==> config.mk <==
export PLATFORM = sky130hd
export DESIGN_NAME = dns_query_parser
export DESIGN_NICKNAME = d
export VERILOG_FILES = /design/src/rtl/dqp_pkg.sv /design/src/rtl/dqp_front.sv /design/src/rtl/dqp_queue.sv /design/src/rtl/dqp_back.sv /design/src/rtl/dns_query_parser.sv
export SDC_FILE = /design/constraint.sdc
export NUM_CORES = 1
export LEC_CHECK = 0
export ABC_AREA = 1
export CORE_ASPECT_RATIO = 1.75
export CORE_MARGIN = 2
export CORE_UTILIZATION = 70
export CTS_BUF_LIST = sky130_fd_sc_hd__clkbuf_4 sky130_fd_sc_hd__clkbuf_8
export DETAILED_ROUTE_END_ITERATION = 16
export DONT_BUFFER_PORTS = 1
export HOLD_SLACK_MARGIN = 0.12
export PLACE_DENSITY = 0.86
export SKIP_CTS_REPAIR_TIMING = 1
export SYNTH_ARGS = -nofsm -noshare
export SYNTH_HDL_FRONTEND = slang
export SYNTH_HIERARCHICAL = 1
export SYNTH_SLANG_ARGS = --single-unit
==> constraint.sdc <==
create_clock -name clk -period 7.4 [get_ports clk]
set_input_delay 1.48 -clock clk [delete_from_list [all_inputs] [get_ports clk]]
set_output_delay 1.48 -clock clk [all_outputs]
set_load 0.005 [all_outputs]
==> src/rtl/dqp_pkg.sv <==
// Shared types and constants of the DNS query parser.
// Used by dqp_front, dqp_queue, dqp_back and dns_query_parser; no dependencies.
package dqp_pkg;

  localparam int unsigned HDR_BYTES = 12;
  localparam int unsigned QUEUE_DEPTH = 4;
  localparam int unsigned QPTR_W = $clog2(QUEUE_DEPTH);

  localparam logic [8:0] LIMIT_RESET = 9'd256;
  localparam logic [8:0] COUNT_MAX = 9'd511;

  // header byte positions that close a 16-bit word
  localparam logic [3:0] POS_ID_LO = 4'd1;
  localparam logic [3:0] POS_FLAGS_LO = 4'd3;
  localparam logic [3:0] POS_QDCOUNT_LO = 4'd5;
  localparam logic [3:0] POS_ANCOUNT_LO = 4'd7;
  localparam logic [3:0] POS_NSCOUNT_LO = 4'd9;
  localparam logic [3:0] POS_HDR_END = 4'd12;

  // positions within qtype/qclass
  localparam logic [2:0] TAIL_TYPE_LO = 3'd1;
  localparam logic [2:0] TAIL_CLASS_LO = 3'd3;
  localparam logic [2:0] TAIL_END = 3'd4;

  localparam logic [15:0] CLASS_IN = 16'd1;
  localparam logic [15:0] CLASS_ANY = 16'd255;

  localparam logic [2:0] ST_OK = 3'd0;
  localparam logic [2:0] ST_SHORT = 3'd1;
  localparam logic [2:0] ST_SECTIONS = 3'd2;
  localparam logic [2:0] ST_QDCOUNT = 3'd3;
  localparam logic [2:0] ST_NAME_LONG = 3'd4;
  localparam logic [2:0] ST_TRUNCATED = 3'd5;
  localparam logic [2:0] ST_CLASS = 3'd6;

  localparam logic KIND_NAME = 1'b0;
  localparam logic KIND_SUMMARY = 1'b1;

  // one classified input byte: up to two results
  typedef struct packed {
    logic        has_name;
    logic [7:0]  name_byte;
    logic        has_sum;
    logic [2:0]  status;
    logic [15:0] query_id;
    logic        is_response;
    logic [3:0]  opcode;
    logic        recursion_desired;
    logic [8:0]  name_length;
    logic [15:0] query_type;
    logic [15:0] query_class;
  } entry_t;

endpackage

==> src/rtl/dqp_front.sv <==
// Front end of the DNS query parser: header capture, name tracking, tail
// capture and status. Emits one classified entry per byte that has results.
// Depends on dqp_pkg.
module dqp_front (
  input  logic              clk,
  input  logic              rst_n,
  input  logic              accept,
  input  logic [7:0]        data_byte,
  input  logic              last_byte,
  input  logic [8:0]        name_limit,
  output logic              push,
  output dqp_pkg::entry_t   entry
);

  logic [3:0]  pos_r, pos_nxt;
  logic [15:0] msg_id_r, msg_id_nxt;
  logic [15:0] flag_r, flag_nxt;
  logic [7:0]  held_r, held_nxt;
  logic        sect_err_r, sect_err_nxt;
  logic        cnt_err_r, cnt_err_nxt;
  logic [8:0]  name_cnt_r, name_cnt_nxt;
  logic        name_fin_r, name_fin_nxt;
  logic [2:0]  tail_r, tail_nxt;
  logic [15:0] type_r, type_nxt;
  logic [15:0] class_r, class_nxt;
  logic [15:0] word;
  logic [2:0]  status;

  assign word = {held_r, data_byte};

  always_comb begin
    pos_nxt = pos_r;
    msg_id_nxt = msg_id_r;
    flag_nxt = flag_r;
    held_nxt = held_r;
    sect_err_nxt = sect_err_r;
    cnt_err_nxt = cnt_err_r;
    name_cnt_nxt = name_cnt_r;
    name_fin_nxt = name_fin_r;
    tail_nxt = tail_r;
    type_nxt = type_r;
    class_nxt = class_r;
    entry = '0;

    if (pos_r < dqp_pkg::POS_HDR_END) begin
      if (!pos_r[0]) begin
        held_nxt = data_byte;
      end else begin
        case (pos_r)
          dqp_pkg::POS_ID_LO:      msg_id_nxt = word;
          dqp_pkg::POS_FLAGS_LO:   flag_nxt = word;
          dqp_pkg::POS_QDCOUNT_LO: cnt_err_nxt = (word != 16'd1);
          dqp_pkg::POS_ANCOUNT_LO,
          dqp_pkg::POS_NSCOUNT_LO: if (word != 16'd0) sect_err_nxt = 1'b1;
          default: ;
        endcase
      end
      pos_nxt = pos_r + 4'd1;
    end else if (!name_fin_r) begin
      entry.has_name = 1'b1;
      entry.name_byte = data_byte;
      if (name_cnt_r != dqp_pkg::COUNT_MAX) name_cnt_nxt = name_cnt_r + 9'd1;
      if (data_byte == 8'd0) name_fin_nxt = 1'b1;
    end else if (tail_r < dqp_pkg::TAIL_END) begin
      case (tail_r)
        dqp_pkg::TAIL_TYPE_LO:  type_nxt = word;
        dqp_pkg::TAIL_CLASS_LO: class_nxt = word;
        default:                held_nxt = data_byte;
      endcase
      tail_nxt = tail_r + 3'd1;
    end

    // status sees the state after this word
    if (pos_nxt < dqp_pkg::POS_HDR_END)               status = dqp_pkg::ST_SHORT;
    else if (sect_err_nxt)                            status = dqp_pkg::ST_SECTIONS;
    else if (cnt_err_nxt)                             status = dqp_pkg::ST_QDCOUNT;
    else if (name_cnt_nxt > name_limit)               status = dqp_pkg::ST_NAME_LONG;
    else if (!name_fin_nxt || tail_nxt < dqp_pkg::TAIL_END)
                                                      status = dqp_pkg::ST_TRUNCATED;
    else if (class_nxt != dqp_pkg::CLASS_IN && class_nxt != dqp_pkg::CLASS_ANY)
                                                      status = dqp_pkg::ST_CLASS;
    else                                              status = dqp_pkg::ST_OK;

    entry.has_sum = last_byte;
    entry.status = status;
    entry.query_id = msg_id_nxt;
    entry.is_response = flag_nxt[15];
    entry.opcode = flag_nxt[14:11];
    entry.recursion_desired = flag_nxt[8];
    entry.name_length = name_cnt_nxt;
    entry.query_type = type_nxt;
    entry.query_class = class_nxt;
  end

  assign push = accept && (entry.has_name || entry.has_sum);

  always_ff @(posedge clk) begin
    if (!rst_n || (accept && last_byte)) begin
      pos_r <= '0;
      msg_id_r <= '0;
      flag_r <= '0;
      held_r <= '0;
      sect_err_r <= 1'b0;
      cnt_err_r <= 1'b0;
      name_cnt_r <= '0;
      name_fin_r <= 1'b0;
      tail_r <= '0;
      type_r <= '0;
      class_r <= '0;
    end else if (accept) begin
      pos_r <= pos_nxt;
      msg_id_r <= msg_id_nxt;
      flag_r <= flag_nxt;
      held_r <= held_nxt;
      sect_err_r <= sect_err_nxt;
      cnt_err_r <= cnt_err_nxt;
      name_cnt_r <= name_cnt_nxt;
      name_fin_r <= name_fin_nxt;
      tail_r <= tail_nxt;
      type_r <= type_nxt;
      class_r <= class_nxt;
    end
  end

endmodule

==> src/rtl/dqp_queue.sv <==
// Short register queue of classified entries between front and back.
// Depends on dqp_pkg.
module dqp_queue (
  input  logic              clk,
  input  logic              rst_n,
  input  logic              push,
  input  dqp_pkg::entry_t   push_entry,
  input  logic              pop,
  output logic              full,
  output logic              not_empty,
  output dqp_pkg::entry_t   head
);

  dqp_pkg::entry_t                 slot_r [dqp_pkg::QUEUE_DEPTH];
  logic [dqp_pkg::QPTR_W-1:0]      wr_ptr_r, rd_ptr_r;
  logic [dqp_pkg::QPTR_W:0]        count_r, count_nxt;

  assign full = (count_r == (dqp_pkg::QPTR_W+1)'(dqp_pkg::QUEUE_DEPTH));
  assign not_empty = (count_r != '0);
  assign head = slot_r[rd_ptr_r];

  always_comb begin
    count_nxt = count_r;
    if (push && !pop) count_nxt = count_r + 1'b1;
    else if (pop && !push) count_nxt = count_r - 1'b1;
  end

  always_ff @(posedge clk) begin
    if (!rst_n) begin
      wr_ptr_r <= '0;
      rd_ptr_r <= '0;
      count_r <= '0;
    end else begin
      if (push) wr_ptr_r <= wr_ptr_r + 1'b1;
      if (pop) rd_ptr_r <= rd_ptr_r + 1'b1;
      count_r <= count_nxt;
    end
  end

  always_ff @(posedge clk) begin
    if (push) slot_r[wr_ptr_r] <= push_entry;
  end

endmodule

==> src/rtl/dqp_back.sv <==
// Back end of the DNS query parser: expands queue entries into name-byte and
// summary results and holds them in the output register. Depends on dqp_pkg.
module dqp_back (
  input  logic              clk,
  input  logic              rst_n,
  input  logic              q_valid,
  input  dqp_pkg::entry_t   head,
  output logic              pop,
  input  logic              out_ready,
  output logic              out_valid,
  output logic              out_kind,
  output logic [7:0]        out_name_byte,
  output logic [2:0]        out_status,
  output logic [15:0]       out_query_id,
  output logic              out_is_response,
  output logic [3:0]        out_opcode,
  output logic              out_recursion_desired,
  output logic [8:0]        out_name_length,
  output logic [15:0]       out_query_type,
  output logic [15:0]       out_query_class,
  output logic              out_last_result
);

  logic        valid_r;
  logic        name_done_r;
  logic        load;
  logic        send_name;
  logic        kind_r;
  logic [7:0]  name_byte_r;
  logic [2:0]  status_r;
  logic [15:0] query_id_r;
  logic        is_resp_r;
  logic [3:0]  opcode_r;
  logic        rd_r;
  logic [8:0]  name_len_r;
  logic [15:0] qtype_r;
  logic [15:0] qclass_r;

  assign load = q_valid && (!valid_r || out_ready);
  assign send_name = head.has_name && !name_done_r;
  // hold the entry while its summary is still to come
  assign pop = load && !(send_name && head.has_sum);

  always_ff @(posedge clk) begin
    if (!rst_n) begin
      valid_r <= 1'b0;
      name_done_r <= 1'b0;
    end else begin
      if (load) valid_r <= 1'b1;
      else if (out_ready) valid_r <= 1'b0;
      if (load) name_done_r <= send_name && head.has_sum;
    end
  end

  always_ff @(posedge clk) begin
    if (load) begin
      if (send_name) begin
        kind_r <= dqp_pkg::KIND_NAME;
        name_byte_r <= head.name_byte;
        status_r <= '0;
        query_id_r <= '0;
        is_resp_r <= 1'b0;
        opcode_r <= '0;
        rd_r <= 1'b0;
        name_len_r <= '0;
        qtype_r <= '0;
        qclass_r <= '0;
      end else begin
        kind_r <= dqp_pkg::KIND_SUMMARY;
        name_byte_r <= '0;
        status_r <= head.status;
        query_id_r <= head.query_id;
        is_resp_r <= head.is_response;
        opcode_r <= head.opcode;
        rd_r <= head.recursion_desired;
        name_len_r <= head.name_length;
        qtype_r <= head.query_type;
        qclass_r <= head.query_class;
      end
    end
  end

  assign out_valid = valid_r;
  assign out_kind = kind_r;
  assign out_name_byte = name_byte_r;
  assign out_status = status_r;
  assign out_query_id = query_id_r;
  assign out_is_response = is_resp_r;
  assign out_opcode = opcode_r;
  assign out_recursion_desired = rd_r;
  assign out_name_length = name_len_r;
  assign out_query_type = qtype_r;
  assign out_query_class = qclass_r;
  assign out_last_result = kind_r;

endmodule

==> src/rtl/dns_query_parser.sv <==
// DNS query parser top level: front end, entry queue, back end, limit register.
// Depends on dqp_pkg, dqp_front, dqp_queue and dqp_back.
//
// Takes one datagram byte per cycle, every cycle, while the four-entry queue
// between front and back has room. Each byte is classified in the cycle it is
// accepted; a question name byte yields one result, the final byte yields a
// summary, and a final byte that is also a name byte yields both, in that
// order. The back end issues one result per cycle from the output register
// while out_ready is high; with an idle queue the first result of a byte goes
// through a queue slot and then the output register. Configuration writes
// are always taken (cfg_ready is high) and set name_limit, which resets to 256.
module dns_query_parser (
  input  logic        clk,
  input  logic        rst_n,
  input  logic        cfg_valid,
  output logic        cfg_ready,
  input  logic [8:0]  cfg_name_limit,
  input  logic        in_valid,
  output logic        in_ready,
  input  logic [7:0]  in_data_byte,
  input  logic        in_last_byte,
  output logic        out_valid,
  input  logic        out_ready,
  output logic        out_kind,
  output logic [7:0]  out_name_byte,
  output logic [2:0]  out_status,
  output logic [15:0] out_query_id,
  output logic        out_is_response,
  output logic [3:0]  out_opcode,
  output logic        out_recursion_desired,
  output logic [8:0]  out_name_length,
  output logic [15:0] out_query_type,
  output logic [15:0] out_query_class,
  output logic        out_last_result
);

  logic [8:0]       name_limit_r;
  logic             accept;
  logic             push;
  logic             pop;
  logic             q_full;
  logic             q_valid;
  dqp_pkg::entry_t  push_entry;
  dqp_pkg::entry_t  head;

  assign cfg_ready = 1'b1;
  assign in_ready = !q_full;
  assign accept = in_valid && in_ready;

  always_ff @(posedge clk) begin
    if (!rst_n) begin
      name_limit_r <= dqp_pkg::LIMIT_RESET;
    end else if (cfg_valid) begin
      name_limit_r <= cfg_name_limit;
    end
  end

  dqp_front u_front (
    .clk        (clk),
    .rst_n      (rst_n),
    .accept     (accept),
    .data_byte  (in_data_byte),
    .last_byte  (in_last_byte),
    .name_limit (name_limit_r),
    .push       (push),
    .entry      (push_entry)
  );

  dqp_queue u_queue (
    .clk        (clk),
    .rst_n      (rst_n),
    .push       (push),
    .push_entry (push_entry),
    .pop        (pop),
    .full       (q_full),
    .not_empty  (q_valid),
    .head       (head)
  );

  dqp_back u_back (
    .clk                   (clk),
    .rst_n                 (rst_n),
    .q_valid               (q_valid),
    .head                  (head),
    .pop                   (pop),
    .out_ready             (out_ready),
    .out_valid             (out_valid),
    .out_kind              (out_kind),
    .out_name_byte         (out_name_byte),
    .out_status            (out_status),
    .out_query_id          (out_query_id),
    .out_is_response       (out_is_response),
    .out_opcode            (out_opcode),
    .out_recursion_desired (out_recursion_desired),
    .out_name_length       (out_name_length),
    .out_query_type        (out_query_type),
    .out_query_class       (out_query_class),
    .out_last_result       (out_last_result)
  );

  // a name word carries nothing but its byte
  a_name_clean: assert property (@(posedge clk) disable iff (!rst_n)
    out_valid && out_kind == dqp_pkg::KIND_NAME |->
      out_status == dqp_pkg::ST_OK && out_query_id == 16'd0 && out_name_length == 9'd0)
    else $error("name result carries summary fields");

  // a short datagram never reached the name or tail
  a_short_empty: assert property (@(posedge clk) disable iff (!rst_n)
    out_valid && out_kind == dqp_pkg::KIND_SUMMARY && out_status == dqp_pkg::ST_SHORT |->
      out_name_length == 9'd0 && out_query_type == 16'd0 && out_query_class == 16'd0)
    else $error("short datagram reports name or tail data");

  // queue never accepts a push when full
  a_no_overflow: assert property (@(posedge clk) disable iff (!rst_n)
    q_full |-> !push)
    else $error("queue overflow");

  // an entry with both results stays until its summary is loaded
  a_hold_split: assert property (@(posedge clk) disable iff (!rst_n)
    q_valid && pop && head.has_name && head.has_sum |=> out_kind == dqp_pkg::KIND_SUMMARY)
    else $error("split entry popped before its summary");

endmodule
Word level (Yosys, flattened, before mapping)
Memories as Yosys holds them, arrays and structs flattened. A register that Yosys moved wholly into a read port is not among the register bits.
Index checks and enable logic that the tools add are counted.

word-level totals
  memories kept = 1
  output and inout bits = 79
  word-level logic and storage cells = 141
  flip-flop bits (word level) = 184
  input bits = 23
  RAM bits = 304

memories
  memory          words  bits a word  read ports  clocked after memory_dff  wr ports  line             RTL
  u_queue.slot_r  4      76           1           1                         1         dqp_queue.sv:14  dqp_pkg::entry_t slot_r [dqp_pkg::QUEUE_DEPTH];

cells by class
  equal/unequal tests = 14
  muxes and demuxes = 53
  add/sub/neg operators = 7
  reduce and logical (&&, ||, !) cells = 33
  order comparisons = 5

operator list
  operator                                                          count
  16-bit 2-to-1 mux                                                 14
  9-bit 2-to-1 mux                                                  5
  8-bit 2-to-1 mux                                                  5
  3-bit 2-to-1 mux                                                  11
  16-bit by 1-bit != test with 1-bit output, second input constant  2
  16-bit by 8-bit != test with 1-bit output, second input constant  1
  16-bit nonzero test                                               1
  1-bit 2-to-1 mux                                                  15
  1-bit logical AND                                                 10
  9-bit by 1-bit adder with 9-bit output, second input constant     1
  9-bit > comparator                                                1
  9-bit != test, second input constant                              1
  4-bit by 3-bit == test with 1-bit output, second input constant   2
  1-bit zero test                                                   8
  8-bit zero test                                                   1
  4-bit < comparator, second input constant                         2
  2-bit nonzero test                                                4
  3-bit by 1-bit adder with 3-bit output, second input constant     2
  3-bit < comparator, second input constant                         2
  5-bit AND reduction                                               1
  2-bit by 1-bit adder with 2-bit output, second input constant     2
  4-bit by 1-bit adder with 4-bit output, second input constant     1
  4-bit by 1-bit == test with 1-bit output, second input constant   1
  4-bit by 2-bit == test with 1-bit output, second input constant   1
  other kinds (13)                                                  18

Logic depth before layout (Yosys ltp)
  depth in word-level cells = 13
  depth in mapped cells = 21
  mapped depth without buffers = 21

Modules after synthesis
The synthesis kept the hierarchy.

modules (own cells, without submodules)
  module            instances  cells each  area an instance (um^2)  sequential area each (um^2)
  dqp_queue         1          794         11841.4                  9308.9
  dqp_front         1          740         4605.7                   1621.6
  dqp_back          1          248         3345.7                   2292.2
  dns_query_parser  1          61          405.4                    180.2

Least setup slack after synthesis
Ideal clock, no wire load.

  path kind = input-to-reg
  from = in in_valid
  to = mem u_queue/slot_r[0][0] (netlist bit), enable pin
  path slack = 2.773 ns
  stages on the path = 8
  buffers on the path = 2
  required time = 6.970 ns
  data arrival time = 4.197 ns
  library setup time = 0.430 ns
  cells stage by stage = inv_1 > nor2_1 > inv_1 > clkbuf_1 > clkbuf_1 > o21ai_0 > nand2_1 > inv_1

on the way
  word-level cells in the longest chain between the ends = 4

RTL lines
  element                                 line                    RTL
  start, declared                         dns_query_parser.sv:18  input logic in_valid,
  1-bit logical AND                       dns_query_parser.sv:48  assign accept = in_valid && in_ready;
  named net accept                        dns_query_parser.sv:38  logic accept;
  1-bit logical AND                       dqp_front.sv:95         assign push = accept && (entry.has_name || entry.has_sum);
  named net push                          dns_query_parser.sv:39  logic push;
  1-bit 2-to-1 mux                        dqp_queue.sv:41         if (push) slot_r[wr_ptr_r] <= push_entry;
  1-bit 2-to-1 mux (not written as such)  dqp_queue.sv:41
  end, declared                           dqp_queue.sv:14

The timed path passes the listed nets, and every way through them passes these cells.

Final worst setup path
  from = in in_valid
  to = mem u_queue/slot_r[1][73] (netlist bit), enable pin

The elaborated chain is that of the path after synthesis.

==> flow_summary_export.csv <==
group,metric,value,unit
global_routing,antenna_found_initial,1,
floorplan,die_h,229,microns
floorplan,die_area,30300,sq um
timing,setup_violations,0,
timing,drv_slew,0,
placed_design,post-dp-hpwl,25.7,mm
yosys,synth_common_cells,"edfxtp_1 (379), nor2_1 (331), o21ai_0 (272)",
worst_setup_path,rr_worst_depth,7,
detailed_routing,wirelength,43.5,mm
detailed_routing,num_vias,13344,
finish,regArea,13400,sq um
yosys,ys_seq_area_frac,0.664,
hold_path,hold_start,"u_queue/rd_ptr_r[1]$_SDFFE_PN0P_",
power,vdd_drop_max,0.366,mV
power,sw_frac_of_total,0.347,
finish,final_util,0.748,
yosys,synth-seq-cells,480,
worst_setup_path,crit_type,"in -> reg",
placed_design,place_ws,2.59,ns
timing,rsz0062_at_grt,"no",
worst_setup_path,r2r-start,"u_front/pos_r[2]$_SDFFE_PP0P_",
yosys,netlist_area,20200,sq um
finish,stdcell_count,2251,
detailed_routing,detail-route-antenna-nets,0,
cts,path_clk_slew,0.07,ns
timing,whs,0.429,ns
timing,fmax,0.241,GHz
finish,area_growth,5.68,%
cts,clockBufferDepth,3,
global_routing,grt_usage,0.287,
worst_setup_path,timing.rr.end,"u_queue/slot_r[1][73]$_DFFE_PP_",
yosys,yosys.cell_types.count,44,
worst_setup_path,start_kind,"input port",
outcome,status,"complete, no violations",
cts,insertion_delay,0.63,ns
hold_path,hold_path.class,"reg -> reg",
global_routing,grt_pass1_wl,68.2,mm
worst_setup_path,worstPathMaxFanout,59,
power,p_switching,2.71,mW
worst_setup_path,worstPathArrival,4.40,ns
timing,period_share,0.561,
yosys,synth_edf_count,379,
cts,cts_tree,"built",
timing,worst_pin_slew,1.17,ns
placed_design,dp_cells,2137,
yosys,synth_simple_gate_area_share,0.135,
yosys,synth_fa_ha_area_frac,0.0128,
detailed_routing,wl_per_cell,19.3,microns
yosys,post-synth-top-count-cell,"edfxtp_1",
finish,multi_input_area,5210,sq um
timing,fin_skew,0.0206,ns
finish,nFillCells,1786,
yosys,synth_top_family_by_area,"simple AND/OR/NAND/NOR gates",
detailed_routing,drc,0,
yosys,synth_top_area_frac,0.563,
floorplan,core_area,28500,sq um
power,p_int,5.10,mW
placed_design,place_congestion,0.859,
yosys,avgSynthCellArea,11.0,sq um
yosys,syn-num-nets,1886,
power,leakage,8.41,nW
yosys,synth_compound_area_frac,0.109,
timing,finalWorstSetupSlack,3.25,ns
yosys,synth_cells,1843,
yosys,synth_top_area_cell,"edfxtp_1",
power,seqPwrFrac,0.479,
worst_setup_path,r2r_slack,3.32,ns
finish,drive_above_1_share,0.108,
timing,hold_viol_final,0,
yosys,netlist_top_cells_area,"edfxtp_1 (56%), dfxtp_1 (10%), o21ai_0 (6.7%)",
floorplan,row_count,82,
detailed_routing,drtIter0Drc,1557,
power,powerDensity,366,nW/um^2
cts,clkSinkCount,480,
yosys,async_flop_share,0,
timing,tns,0,ns
cts,cts_buffers,61,
finish,nNetsFinal,1865,
worst_setup_path,worstPathRequired,7.65,ns
flow_run,cap_violations,0,
detailed_routing,vias_per_cell,5.93,
global_routing,grt_overflow,0,
floorplan,initial_core_util,0.708,
yosys,synth-xor-area-share,0.000867,
cts,h-tree-depth,2,
floorplan,die_width,132,microns
yosys,ys_warn_count,6,
global_routing,grt_pass1_vias,13330,
placed_design,portBuffers,0,
cts,cts-root-buf,"clkbuf_8",
power,clkPwrFrac,0.250,
global_routing,grt_max_degree,115,
power,p_comb_frac,0.271,
floorplan,io_pins,102,
hold_path,min_path_cells,1,
yosys,synth.area.mux_share,0,
yosys,synth_ff_type,"edfxtp_1",
detailed_routing,first_pass_iters,6,
timing,min_period,4.15,ns
timing,max-slew-margin-rel,0.218,
worst_setup_path,cp-end-kind,"flip-flop",
-- logic make-up (layout without fill, tap and decap cells) --
logic type,count (synthesis),in the layout
AO/OA/AOI/OAI,408,408
XOR/XNOR,2,2
adder cells (fa/ha/maj),20,20
buffers and inverters,330,359
flip-flops,480,480
other,1,2
AND/OR/NAND/NOR,602,602
-- state kept, by name (all words and copies together) (netlist names), 4 cells and up, named ones only --
| register | count |
|---|---|
| u_front/class_r | 16 |
| u_front/flag_r | 6 |
| name_limit_r | 9 |
| u_front/type_r | 16 |
| u_back/out_name_byte | 8 |
| u_back/out_query_class | 16 |
| u_front/pos_r | 4 |
| u_back/out_opcode | 4 |
| u_front/msg_id_r | 16 |
| u_front/held_r | 8 |
| u_queue/slot_r | 304 |
| u_front/name_cnt_r | 9 |
| u_back/out_query_id | 16 |
| u_back/out_query_type | 16 |
| u_back/out_name_length | 9 |
-- critical path, stage by stage --
cell and delay, ns:
inv_1 0.05, nor2_4 0.08, buf_4 0.53, clkinv_1 0.19, o21ai_0 0.52, nand2_1 0.14
inv_2 0.70, buf_4 0.67
-- layout by cell type, fill, tap and decap left out, types with 10 or more instances in the layout --
cell type	netlist	layout
clkbuf_8	0	68
nor2_1	331	330
o21ai_0	272	272
clkinv_2	0	20
inv_1	224	218
a21oi_1	38	38
ha_1	19	19
clkinv_1	0	10
nor2_2	17	17
nand2_1	160	159
edfxtp_1	379	379
o22ai_1	72	72
nand3_1	30	30
clkbuf_4	1	12
dfxtp_1	101	99
nor2_4	40	41
buf_4	12	16
o21ai_1	13	13
-- area by class of cell --
cell class	instances	share of cell area
sequential	480	0.628
multi-input combinational	1033	0.244
clock buffer	80	0.0481
inverter	230	0.0410
tap	378	0.0222
clock inverter	33	0.0110
timing repair buffer	16	0.00563
antenna	1	0.000117
-- how the worst max path moves through the flow --
stage | startpoint | to | slack, ns | cells after the start
floorplan | in_valid | u_queue/slot_r[0][0]$_DFFE_PP_ | 2.77 | 8
global placement | in_valid | u_queue/slot_r[1][72]$_DFFE_PP_ | 2.68 | 8
detailed placement | in_valid | u_queue/slot_r[1][7]$_DFFE_PP_ | 2.59 | 8
CTS | in_valid | u_queue/slot_r[1][7]$_DFFE_PP_ | 3.26 | 8
global route | in_valid | u_queue/slot_r[1][3]$_DFFE_PP_ | 3.02 | 8
finish | in_valid | u_queue/slot_r[1][73]$_DFFE_PP_ | 3.25 | 8
-- power groups by stage --
stage	clock network (mW)	logic (mW)	registers, mW
floorplan	0	1.82	3.70
finish	1.95	2.12	3.74
global route	2.08	2.33	3.77
CTS	1.98	2.11	3.74
detailed placement	0	2.08	3.80
global placement	0	1.95	3.78
-- stage by stage --
| step | total power, mW | cell area (sq um) |
|---|---|---|
| global placement | 5.73 | 20100 |
| finish | 7.81 | 21300 |
| detailed placement | 5.87 | 20100 |
| floorplan | 5.51 | 20200 |
| CTS | 7.82 | 21300 |
| global route | 8.19 | 21300 |
-- routing by layer --
layer	GRT usage	vias up	wire (microns)
li1	-	6180	-
met3	0.0492	129	3370
met1	0.337	6410	15400
met5	0	-	0
met4	0.136	0	1800
met2	0.509	625	23000
No activity file was read; power rests on OpenSTA's default activity.
